### src/tes_pkg.sv
// Package for the timed event scheduler: result kinds and shared types.
// No dependencies.
package tes_pkg;

  localparam logic [2:0] KIND_ACCEPT  = 3'd0;
  localparam logic [2:0] KIND_REJECT  = 3'd1;
  localparam logic [2:0] KIND_START   = 3'd2;
  localparam logic [2:0] KIND_RUNNING = 3'd3;
  localparam logic [2:0] KIND_ENDED   = 3'd4;
  localparam logic [2:0] KIND_IDLE    = 3'd5;

  localparam logic REQ_SCHEDULE = 1'b0;
  localparam logic REQ_TICK     = 1'b1;

  // control between sequencer and divider
  typedef struct packed {
    logic        start;
    logic [31:0] num;
    logic [31:0] den;
  } div_req_t;

  typedef struct packed {
    logic        done;
    logic [16:0] quot;
  } div_rsp_t;

endpackage

### src/tes_ram.sv
// Generic single-port-write, single-read RAM with registered read data.
// No dependencies.
module tes_ram #(
  parameter int WIDTH = 32,
  parameter int DEPTH = 16
) (
  input  logic                     clk_i,
  input  logic                     we_i,
  input  logic [$clog2(DEPTH)-1:0] waddr_i,
  input  logic [WIDTH-1:0]         wdata_i,
  input  logic [$clog2(DEPTH)-1:0] raddr_i,
  output logic [WIDTH-1:0]         rdata_o
);
  logic [WIDTH-1:0] mem_q [DEPTH];

  always_ff @(posedge clk_i) begin
    if (we_i) begin
      mem_q[waddr_i] <= wdata_i;
    end
    rdata_o <= mem_q[raddr_i];
  end
endmodule

### src/tes_div.sv
// Bit-serial restoring divider: min(65536, floor(num*65536/den)), num < den.
// Depends on tes_pkg.
module tes_div (
  input  logic              clk_i,
  input  logic              rst_ni,
  input  tes_pkg::div_req_t req_i,
  output tes_pkg::div_rsp_t rsp_o
);
  import tes_pkg::*;

  logic [32:0] rem_q, rem_d;
  logic [31:0] den_q;
  logic [16:0] quo_q;
  logic [4:0]  cnt_q;
  logic        busy_q;
  logic        done_q;
  logic [33:0] trial;

  // one quotient bit per cycle, 16 steps (num < den keeps quotient below 2^16)
  assign trial = {rem_q, 1'b0} - {2'b0, den_q};
  assign rem_d = trial[33] ? {rem_q[31:0], 1'b0} : trial[32:0];

  always_ff @(posedge clk_i or negedge rst_ni) begin
    if (!rst_ni) begin
      busy_q <= 1'b0;
      done_q <= 1'b0;
      cnt_q  <= '0;
    end else begin
      done_q <= 1'b0;
      if (req_i.start) begin
        busy_q <= 1'b1;
        cnt_q  <= 5'd16;
      end else if (busy_q) begin
        cnt_q <= cnt_q - 5'd1;
        if (cnt_q == 5'd1) begin
          busy_q <= 1'b0;
          done_q <= 1'b1;
        end
      end
    end
  end

  always_ff @(posedge clk_i) begin
    if (req_i.start) begin
      rem_q <= {1'b0, req_i.num};
      den_q <= req_i.den;
      quo_q <= '0;
    end else if (busy_q) begin
      rem_q <= rem_d;
      quo_q <= {quo_q[15:0], ~trial[33]};
    end
  end

  assign rsp_o.done = done_q;
  assign rsp_o.quot = quo_q;
endmodule

### src/timed_event_scheduler.sv
// Top level of the timed event scheduler: slot pool, queues, sequencer.
// Depends on tes_pkg, tes_ram, tes_div.
//
// channel | dir | word
// s_axis  | in  | tdata {want_progress,tag,duration,delay,now}, tuser req_type
// m_axis  | out | tdata {progress_valid,progress,event_tag,slot,kind}, tlast
//
// A schedule word walks back through the pending entries that it shifts.
// A tick waits on the bit-serial divider for each active entry that wants progress
// and has not yet ended.
// Each result waits in the output register until taken; the sequencer holds.
// Reset clears busy/running flags and counts; slot tables stay undefined.
module timed_event_scheduler #(
  parameter int SLOTS = 16
) (
  input  logic         clk_i,
  input  logic         rst_ni,
  input  logic         s_axis_tvalid,
  output logic         s_axis_tready,
  // [31:0] now_ms, [63:32] delay_ms, [95:64] duration_ms, [111:96] tag,
  // [112] want_progress, [119:113] zero
  input  logic [119:0] s_axis_tdata,
  input  logic         s_axis_tuser,   // [0] req_type
  output logic         m_axis_tvalid,
  input  logic         m_axis_tready,
  // [2:0] event_kind, [6:3] slot, [22:7] event_tag, [39:23] progress,
  // [40] progress_valid, [47:41] zero
  output logic [47:0]  m_axis_tdata,
  output logic         m_axis_tlast
);
  import tes_pkg::*;

  localparam int SW = (SLOTS > 1) ? $clog2(SLOTS) : 1;
  localparam int CW = $clog2(SLOTS + 1);
  localparam int EW = 81; // due, length, id, reports

  localparam logic [3:0] ST_IDLE  = 4'd0;
  localparam logic [3:0] ST_SCH   = 4'd1;
  localparam logic [3:0] ST_INS   = 4'd2;
  localparam logic [3:0] ST_INSW  = 4'd3;
  localparam logic [3:0] ST_TPEND = 4'd4;
  localparam logic [3:0] ST_TSTW  = 4'd5;
  localparam logic [3:0] ST_WALK  = 4'd6;
  localparam logic [3:0] ST_WRD   = 4'd7;
  localparam logic [3:0] ST_WDIV  = 4'd8;
  localparam logic [3:0] ST_OUT   = 4'd9;
  localparam logic [3:0] ST_SHIFT = 4'd10;
  localparam logic [3:0] ST_FIN   = 4'd11;
  localparam logic [3:0] ST_SHP   = 4'd12;

  logic [3:0]     st_q;
  logic [SLOTS-1:0] busy_q, running_q;
  logic [CW-1:0]  pcnt_q, rcnt_q;
  logic [CW-1:0]  idx_q;
  logic [SW-1:0]  cur_q;
  logic [31:0]    now_q, due_q, len_q;
  logic [15:0]    tag_q;
  logic           wantin_q;
  logic           any_q;

  // small order lists kept as registers, each entry a fixed tap
  logic [SW-1:0]  pord_q [SLOTS];
  logic [SW-1:0]  rord_q [SLOTS];

  // slot table memory: {reports, id, length, due}
  logic           tw_we;
  logic [SW-1:0]  tw_addr, tr_addr;
  logic [80:0]    tw_data, tr_data;
  logic           sw_we;
  logic [31:0]    sr_data;

  tes_ram #(.WIDTH(EW), .DEPTH(1 << SW)) u_tab (
    .clk_i, .we_i(tw_we), .waddr_i(tw_addr), .wdata_i(tw_data),
    .raddr_i(tr_addr), .rdata_o(tr_data)
  );
  tes_ram #(.WIDTH(32), .DEPTH(1 << SW)) u_start (
    .clk_i, .we_i(sw_we), .waddr_i(cur_q), .wdata_i(now_q),
    .raddr_i(tr_addr), .rdata_o(sr_data)
  );

  div_req_t dreq;
  div_rsp_t drsp;
  tes_div u_div (.clk_i, .rst_ni, .req_i(dreq), .rsp_o(drsp));

  // free slot search and output register
  logic [SW-1:0] free_s;
  logic          free_ok;
  always_comb begin
    free_s  = '0;
    free_ok = 1'b0;
    for (int i = SLOTS - 1; i >= 0; i--) begin
      if (!busy_q[i]) begin
        free_s  = SW'(i);
        free_ok = 1'b1;
      end
    end
  end

  logic [47:0] res_q;
  logic        rlast_q, ovld_q;
  logic [31:0] elapsed;
  logic        ended;
  assign elapsed = now_q - sr_data;
  assign ended   = elapsed >= tr_data[63:32];

  assign s_axis_tready = (st_q == ST_IDLE) && !ovld_q;
  assign m_axis_tvalid = ovld_q;
  assign m_axis_tdata  = res_q;
  assign m_axis_tlast  = rlast_q;

  logic [SW-1:0] pidx;
  assign pidx = idx_q[SW-1:0];

  always_comb begin
    tw_we   = 1'b0;
    tw_addr = cur_q;
    tw_data = {wantin_q, tag_q, len_q, due_q};
    sw_we   = (st_q == ST_TSTW);
    tr_addr = cur_q;
    dreq.start = 1'b0;
    dreq.num   = elapsed;
    dreq.den   = tr_data[63:32];
    if (st_q == ST_SCH) tw_we = 1'b1;
    if (st_q == ST_INS) tr_addr = pord_q[pidx - SW'(1)];
    if (st_q == ST_WALK) tr_addr = rord_q[pidx];
    if (st_q == ST_WRD && tr_data[80] && !ended) dreq.start = 1'b1;
  end

  always_ff @(posedge clk_i or negedge rst_ni) begin
    if (!rst_ni) begin
      st_q      <= ST_IDLE;
      busy_q    <= '0;
      running_q <= '0;
      pcnt_q    <= '0;
      rcnt_q    <= '0;
      ovld_q    <= 1'b0;
    end else begin
      if (ovld_q && m_axis_tready) ovld_q <= 1'b0;
      case (st_q)
        ST_IDLE: begin
          if (s_axis_tvalid && s_axis_tready) begin
            now_q    <= s_axis_tdata[31:0];
            due_q    <= s_axis_tdata[31:0] + s_axis_tdata[63:32];
            len_q    <= s_axis_tdata[95:64];
            tag_q    <= s_axis_tdata[111:96];
            wantin_q <= s_axis_tdata[112];
            any_q    <= 1'b0;
            idx_q    <= pcnt_q;
            if (s_axis_tuser == REQ_SCHEDULE) begin
              if (!free_ok || pcnt_q >= CW'(SLOTS)) begin
                res_q   <= {8'b0, 17'b0, s_axis_tdata[111:96], 4'b0, KIND_REJECT};
                rlast_q <= 1'b1;
                ovld_q  <= 1'b1;
              end else begin
                cur_q <= free_s;
                st_q  <= ST_SCH;
              end
            end else begin
              st_q <= ST_TPEND;
            end
          end
        end
        ST_SCH: begin
          busy_q[cur_q]    <= 1'b1;
          running_q[cur_q] <= 1'b0;
          st_q <= ST_INS;
        end
        ST_INS: begin
          if (idx_q == '0) st_q <= ST_SHP;
          else st_q <= ST_INSW;
        end
        ST_INSW: begin
          // tr_data holds due of pord[idx-1]
          if (tr_data[31:0] > due_q) begin
            pord_q[pidx] <= pord_q[pidx - SW'(1)];
            idx_q <= idx_q - CW'(1);
            st_q  <= ST_INS;
          end else begin
            st_q <= ST_SHP;
          end
        end
        ST_SHP: begin
          if (!ovld_q) begin
            pord_q[pidx] <= cur_q;
            pcnt_q <= pcnt_q + CW'(1);
            res_q  <= {8'b0, 17'b0, tag_q, 4'(cur_q), KIND_ACCEPT};
            rlast_q <= 1'b1;
            ovld_q <= 1'b1;
            st_q   <= ST_IDLE;
          end
        end
        ST_TPEND: begin
          cur_q <= pord_q[0];
          st_q  <= (pcnt_q != '0 && rcnt_q < CW'(SLOTS)) ? ST_TSTW : ST_WALK;
          idx_q <= '0;
        end
        ST_TSTW: begin
          // start memory written this cycle whether or not due; rewrite is harmless
          // because a queued slot is never read for start time
          st_q <= ST_OUT;
        end
        ST_OUT: begin
          // reads table of head to check due
          if (!ovld_q) begin
            if (tr_data[31:0] <= now_q && idx_q == '0 && !any_q) begin
              for (int i = 0; i < SLOTS - 1; i++) pord_q[i] <= pord_q[i + 1];
              pcnt_q <= pcnt_q - CW'(1);
              running_q[cur_q] <= 1'b1;
              rord_q[rcnt_q[SW-1:0]] <= cur_q;
              rcnt_q <= rcnt_q + CW'(1);
              res_q  <= {8'b0, 17'b0, tr_data[79:64], 4'(cur_q), KIND_START};
              any_q  <= 1'b1;
              ovld_q <= 1'b0;
              // held locally; ST_FIN shows it with tlast low
              st_q   <= ST_FIN;
            end else begin
              st_q <= ST_WALK;
            end
          end
        end
        ST_FIN: begin
          // started entry is on the active list, so the walk always follows
          ovld_q  <= 1'b1;
          rlast_q <= 1'b0;
          st_q    <= ST_WALK;
          any_q   <= 1'b1;
        end
        ST_WALK: begin
          if (!ovld_q) begin
            if (idx_q >= rcnt_q) begin
              if (!any_q) begin
                res_q   <= {45'b0, KIND_IDLE};
                rlast_q <= 1'b1;
                ovld_q  <= 1'b1;
              end
              st_q <= ST_IDLE;
            end else begin
              cur_q <= rord_q[pidx];
              st_q  <= ST_WRD;
            end
          end
        end
        ST_WRD: begin
          st_q <= (tr_data[80] && !ended) ? ST_WDIV : ST_SHIFT;
        end
        ST_WDIV: begin
          if (drsp.done) st_q <= ST_SHIFT;
        end
        ST_SHIFT: begin
          if (!ovld_q) begin
            res_q <= {7'b0, tr_data[80],
                      (!tr_data[80]) ? 17'd0 : (ended ? 17'h10000 : drsp.quot),
                      tr_data[79:64], 4'(cur_q), ended ? KIND_ENDED : KIND_RUNNING};
            rlast_q <= (idx_q + CW'(1) >= rcnt_q) ? 1'b1 : 1'b0;
            ovld_q  <= 1'b1;
            any_q   <= 1'b1;
            if (ended) begin
              busy_q[cur_q]    <= 1'b0;
              running_q[cur_q] <= 1'b0;
              for (int i = 0; i < SLOTS - 1; i++) begin
                if (CW'(i) >= idx_q) rord_q[i] <= rord_q[i + 1];
              end
              rcnt_q <= rcnt_q - CW'(1);
            end else begin
              idx_q <= idx_q + CW'(1);
            end
            st_q <= ST_WALK;
          end
        end
        default: st_q <= ST_IDLE;
      endcase
    end
  end

`ifndef SYNTHESIS
  a_cnt_rng: assert property (@(posedge clk_i) disable iff (!rst_ni)
    rcnt_q <= CW'(SLOTS)) else $error("running count overflow");
  a_pcnt_rng: assert property (@(posedge clk_i) disable iff (!rst_ni)
    pcnt_q <= CW'(SLOTS)) else $error("pending count overflow");
  a_run_busy: assert property (@(posedge clk_i) disable iff (!rst_ni)
    (running_q & ~busy_q) == '0) else $error("running slot not busy");
`endif
endmodule

### config.mk
export PLATFORM = sky130hd
export DESIGN_NAME = timed_event_scheduler
export DESIGN_NICKNAME = d
export VERILOG_FILES = /design/src/tes_pkg.sv /design/src/tes_ram.sv /design/src/tes_div.sv /design/src/timed_event_scheduler.sv
export SDC_FILE = /design/constraint.sdc
export NUM_CORES = 2
export LEC_CHECK = 0
export ABC_CLOCK_PERIOD_IN_PS = 18750
export BUFFER_PORTS_ARGS = -buffer_cell sky130_fd_sc_hd__clkbuf_2
export CORE_MARGIN = 2
export CORE_UTILIZATION = 40
export CTS_CLUSTER_DIAMETER = 60
export CTS_CLUSTER_SIZE = 12
export DETAILED_ROUTE_END_ITERATION = 7
export HOLD_SLACK_MARGIN = 0.15
export RECOVER_POWER = 50
export REMOVE_ABC_BUFFERS = 1
export SLEW_MARGIN = 30
export SYNTH_ARGS = -nofsm -noshare
export SYNTH_HDL_FRONTEND = slang
export SYNTH_SLANG_ARGS = --single-unit
### constraint.sdc
create_clock -name clk_i -period 18.75 [get_ports clk_i]
set_input_delay 0.9375 -clock clk_i [delete_from_list [all_inputs] [get_ports clk_i]]
set_output_delay 0.9375 -clock clk_i [all_outputs]
set_load 0.02 [all_outputs]
== Word level (Yosys, flattened, before mapping) ==
Memories as Yosys holds them, arrays and structs flattened. A register that Yosys moved wholly into a read port is not among the register bits.
Cells that the tools add are included.

* Bits in registers: 292
* Bits in writable memories: 1936
* Bits of input ports: 125
* Word-level logic and storage cells: 377
* Memories: 4

* Add/subtract/negate cells: 11
* Order comparisons: 24
* Equal/unequal tests: 30
* Muxes and demuxes: 223
* Bitwise logic cells: 5
* Reduce and logical (&&, ||, !) cells: 58

{| class="wikitable"
|+ Memory list
! name !! depth !! bits a word !! read ports !! clocked after Yosys merged registers in !! write ports !! line !! text
|-
| u_tab.mem_q || 16 || 81 || 1 || 1 || 1 || tes_ram.sv:14 || <nowiki>logic [WIDTH-1:0] mem_q [DEPTH];</nowiki>
|-
| u_start.mem_q || 16 || 32 || 1 || 1 || 1 || tes_ram.sv:14 ||
|-
| pord_q || 16 || 4 || 17 || 0 || 15 || timed_event_scheduler.sv:62 || <nowiki>logic [SW-1:0] pord_q [SLOTS];</nowiki>
|-
| rord_q || 16 || 4 || 16 || 1 || 15 || timed_event_scheduler.sv:63 || <nowiki>logic [SW-1:0] rord_q [SLOTS];</nowiki>
|}

{| class="wikitable"
|+ Operator list
! cell !! count
|-
| 48-bit 2-to-1 mux || 10
|-
| 48-bit case mux with 5 select lines || 1
|-
| 4-bit 2-to-1 mux || 40
|-
| 1-bit 2-to-1 mux || 138
|-
| 5-bit 2-to-1 mux || 13
|-
| 32-bit 2-to-1 mux || 2
|-
| 4-bit case mux with 13 select lines || 1
|-
| 4-bit by 5-bit greater-or-equal comparator with 1-bit output, first input constant || 7
|-
| 17-bit 2-to-1 mux || 2
|-
| 34-bit by 32-bit subtractor with 34-bit output || 1
|-
| 33-bit 2-to-1 mux || 1
|-
| 32-bit adder || 1
|-
| 32-bit greater-or-equal comparator || 1
|-
| 32-bit > comparator || 1
|-
| 32-bit <= comparator || 1
|-
| 16-bit 2-to-1 mux || 2
|-
| 16-bit case mux with 2 select lines || 1
|-
| 32-bit subtractor || 1
|-
| 1-bit logical AND || 28
|-
| 2-bit inequality test, second input constant || 12
|-
| 4-bit == test, second input constant || 5
|-
| 3-bit by 5-bit greater-or-equal comparator with 1-bit output, first input constant || 4
|-
| 5-bit case mux with 2 select lines || 2
|-
| 5-bit case mux with 4 select lines || 1
|-
| 44 further kinds || 75
|}

== Longest topological paths before layout ==
* Word-level depth: 22
* Gate-level depth with buffers: 27

== By module ==
A second synthesis with hierarchy kept.

* Cell total of the unflattened synthesis: 5289
* Area total of the unflattened synthesis: 96050.9 µm²

{| class="wikitable"
|+ By module, submodules not included
! module !! times used !! cells each !! area each (µm²) !! seq. area each (µm²)
|-
| tes_ram at u_tab || 1 || 2078 || 50020.5 || 40538.9
|-
| timed_event_scheduler || 1 || 1831 || 20782.4 || 9654.3
|-
| tes_ram at u_start || 1 || 838 || 19835.3 || 16015.4
|-
| tes_div || 1 || 542 || 5412.7 || 2457.4
|}

== Worst setup path after synthesis ==
Ideal clock, no wire load.

* Path kind: register -> register
* Start point: register st_q[0]
* End point: register due_q[0] (enable)
* Arrival time: 6051 ps
* Path slack: 12112 ps
* Stages on the path, launching flop included: 5
* Cells stage by stage: dfrtp_1 -> clkbuf_1 -> nor4_1 -> nand2_1 -> nor2_1

* Cells in the longest elaborated chain, start to end: 4

{| class="wikitable"
|+ Ends and longest elaborated chain
! element !! line !! text
|-
| start: declaration || timed_event_scheduler.sv:51 || <nowiki>logic [3:0] st_q;</nowiki>
|-
| start signal: assignment || timed_event_scheduler.sv:194 || <nowiki>st_q <= (pcnt_q != '0 && rcnt_q < CW'(SLOTS)) ? ST_TSTW : ST_WALK;</nowiki>
|-
| start signal: assignment || timed_event_scheduler.sv:244 || <nowiki>st_q <= (tr_data[80] && !ended) ? ST_WDIV : ST_SHIFT;</nowiki>
|-
| 4-bit zero test (*) || timed_event_scheduler.sv:106, timed_event_scheduler.sv:139 ||
|-
| 1-bit logical AND || timed_event_scheduler.sv:106 || <nowiki>assign s_axis_tready = (st_q == ST_IDLE) && !ovld_q;</nowiki>
|-
| 1-bit logical AND || timed_event_scheduler.sv:141 || <nowiki>if (s_axis_tvalid && s_axis_tready) begin</nowiki>
|-
| 3-bit AND reduction (no source line) (*) || n/a ||
|-
| end signal: assignment || timed_event_scheduler.sv:143 || <nowiki>due_q <= s_axis_tdata[31:0] + s_axis_tdata[63:32];</nowiki>
|-
| end: declaration || timed_event_scheduler.sv:56 || <nowiki>logic [31:0] now_q, due_q, len_q;</nowiki>
|}

Every way passes the cells marked *; elsewhere a longest branch is shown, timed or not.
A chain may end at the register's enable or synchronous reset.

==> results.py <==
metrics = {
    "run_status": {
        "outcome": "finished, violations left",
        "failed_checks": "max-capacitance violations, max-slew violations",
    },
    "die": {
        "rows": 180,
        "die_y_um": 496,
        "die_w_um": 496,
        "core-area_mm2": 0.241,
        "dieArea_mm2": 0.246,
        "initial_utilization_pct": 40.3,
        "ioPinCount": 176,
    },
    "synthesis": {
        "synth_common_cells": "2165 x edfxtp_1, 1489 x nand2_1, 593 x a21oi_1",
        "seq_area_frac_synth_pct": 70.8,
        "yosys.area.top_type_share_pct": 67.0,
        "synth.yosys.warnings": 0,
        "synthCells": 7424,
        "synth_edf_count": 2165,
        "synth_area_leader_cell": "edfxtp_1",
        "ys_ff_latch": 2338,
        "synth_area_leaders": "edfxtp_1 67%, nand2_1 5.8%, a21oi_1 3.1%",
        "netlist_area_mm2": 0.0970,
        "synth_most_common_cell": "edfxtp_1",
        "syn_avg_cell_area_um2": 13.1,
        "ys_types": 87,
        "synthArstFlopShare_pct": 1.63,
        "synth_ff_type": "edfxtp_1",
    },
    "cells_and_area": {
        "multi_input_area_mm2": 0.0259,
        "fin_nets": 7871,
        "drive_gt1_share_pct": 7.81,
        "n_fill_cell": 21300,
        "ff_latch_area_mm2": 0.0687,
        "areaGrowthSynthToFinish_pct": 11.2,
        "finalInstanceArea_mm2": 0.108,
    },
    "clocking": {
        "cts_made_buffers": 222,
        "root_buffer": "clkbuf_16",
        "cts_resized": 0,
        "cts.sinks": 2338,
        "path_clk_slew_ns": 0.06,
        "cts_tree": "built",
        "cts-htree-levels": 4,
        "clock_latency_ns": 0.88,
        "clk_path_buf_depth": 3,
        "post_cts_buffers": 0,
    },
    "setup_path": {
        "critPathSlowestCell": "a2111oi_0",
        "required_ns": 19.35,
        "crit_path_start_kind": "flip-flop",
        "startpoint": "now_q[0]",
        "slowest_delay_ns": 0.67,
        "r2r_start": "now_q[0]",
        "critPathArrivalTime_ns": 8.74,
        "critical_path_class": "reg -> reg",
        "cp_max_fo": 18,
        "end_kind": "flip-flop",
    },
    "global_route": {
        "grt_pass1_vias": 58400,
        "antenna_found_initial": 4,
        "globalRouteTotalUtil_pct": 20.7,
        "grt_overflow": 0,
        "grt_pass1_wl_um": 383000,
        "grt_max_degree": 169,
    },
    "sta": {
        "relSlewSlack_pct": -108,
        "post-route-min-period_ns": 8.14,
        "clock_skew_ns": 0.0442,
        "setup_viol": 0,
        "hold_viol_final": 0,
        "fmax_ghz": 0.123,
        "worst_pin_slew_ns": 3.13,
        "maxSlewViolCount": 536,
        "fin_crit_sh_pct": 43.4,
        "rsz0062_at_grt": "no",
    },
    "place": {
        "port-buffer-count": 161,
        "dpl-instance-area_mm2": 0.101,
        "dp.final_hpwl_um": 146000,
        "gp_congestion": 0.868,
    },
    "drt": {
        "wl_um": 260000,
        "ant_nets": 0,
        "wl_per_cell_um": 23.9,
        "drtPass1Iterations": 5,
        "drcViolationCount": 0,
        "drt_iter0_markers": 6606,
        "vias": 61100,
        "routed_via_density": 5.60,
    },
    "power_and_ir_drop": {
        "vdd_ir_drop_max_uv": 309,
        "p_leak_nw": 37.4,
        "p_per_area_mw_per_mm2": 166,
        "total_power_mw": 17.9,
    },
    "hold_path": {
        "holdCritStartpoint": "s_axis_tdata[76]",
        "hold_path.class": "in -> reg",
    },
    "flow_run": {
        "drv_cap": 19,
    },
}
==> registers in the layout (all words and copies together), names as in the netlist, 33 cells and up, named ones only <==
register       flops
u_start.mem_q    512
u_tab.mem_q     1296
m_axis_tdata      41
pord_q            64
u_div.rem_q       33
rord_q            64
u_tab.rdata_o     81
==> worst max-delay path: cells and delay by family (launching register included) <==
family                     cells  cell delay (ns)
AOI/OAI and AO/OA             11             3.25
and+or+nand+nor                8             2.24
adders and majority gates      3             0.92
DFF                            1             0.66
muxes                          1             0.38
buffers and inverters          2             0.19
xor gates and xnor gates       1             0.18
==> cell families (layout without fill, tap and decap cells) <==
logic type / after synthesis / count (layout) / synth area share [%]
DFF: 2338 / 2338 / 70.8
other: 1 / 11 / 0.00387
and+or+nand+nor: 2579 / 2579 / 11.4
buffers and inverters: 637 / 924 / 2.82
muxes: 162 / 162 / 2.27
xor gates and xnor gates: 103 / 103 / 0.946
adders and majority gates: 216 / 216 / 2.83
AOI/OAI and AO/OA: 1388 / 1388 / 8.89
==> final cells by class <==
cell class,count,area share [%]
diodes,4,0.00928
clock inverters,28,0.321
flip-flops and latches,2338,63.7
multi-input cells,4455,24.1
well taps,3185,3.70
inverters,221,0.771
clock buffers,383,5.84
repair buffers,292,1.61
==> power breakdown <==
group | leakage (nW) | internal (mW) | switching, mW
Clock | 3.17 | 2.30 | 1.91
Sequential | 21.1 | 6.28 | 0.314
Combinational | 13.2 | 2.30 | 4.82
==> through the flow <==
stage	setup WS, ns	hold WS, ns	std cells	setup TNS, ns	utilization, %
after detailed placement	10.63	0.421	10500	0	42.1
after CTS	10.57	0.181	10900	0	44.9
after global placement	10.62	0.422	10500	0	42.1
after global routing	9.88	0.210	10900	0	44.8
after floorplan	-0.189	0.408	7014	-21.20	-
final	10.61	0.249	10900	0	44.8
==> routing by layer <==
| layer | global-route usage, % | vias up | part of all wire [%] |
|---|---|---|---|
| met5 | 0 | - | 0 |
| met4 | 5.67 | 0 | 2.5 |
| met3 | 2.67 | 370 | 6.7 |
| met2 | 33.8 | 2231 | 48 |
| met1 | 29.2 | 30900 | 43 |
| li1 | - | 27600 | - |
==> cells in the final DEF (no fill, tap or decap), types with 51 or more instances in the layout <==
cell type  instances
edfxtp_1        2165
nand2_1         1486
a21oi_1          592
nand3_1          482
clkbuf_1         285
nor2_1           265
a22oi_1          226
clkbuf_16        226
inv_1            219
ha_1             211
nand4_1          140
dfxtp_1          135
o21ai_0          128
o22ai_1          117
a21o_1           107
buf_4             85
xnor2_1           74
mux2_2            70
o21a_1            62
clkbuf_2          57
mux2i_1           51
==> final timing paths <==
check | to | slack (ns) | cells past startpoint
max in group asynchronous | pcnt_q[4] | 15.67 | 3
max | rord_q[2][3] | 10.61 | 26
min reg2reg | u_div.den_q[6] | 0.43 | 0
min | len_q[12] | 0.25 | 1
min in group asynchronous | rcnt_q[1] | 1.55 | 3
max reg2reg | rord_q[2][3] | 10.61 | 26
==> timing repair <==
action	4_1_cts	5_1_grt
hold buffers	1	0
setup endpoints to repair	0	0
endpoints found under the hold margin	25	0
Note: power is estimated with default switching activity, not from simulation.
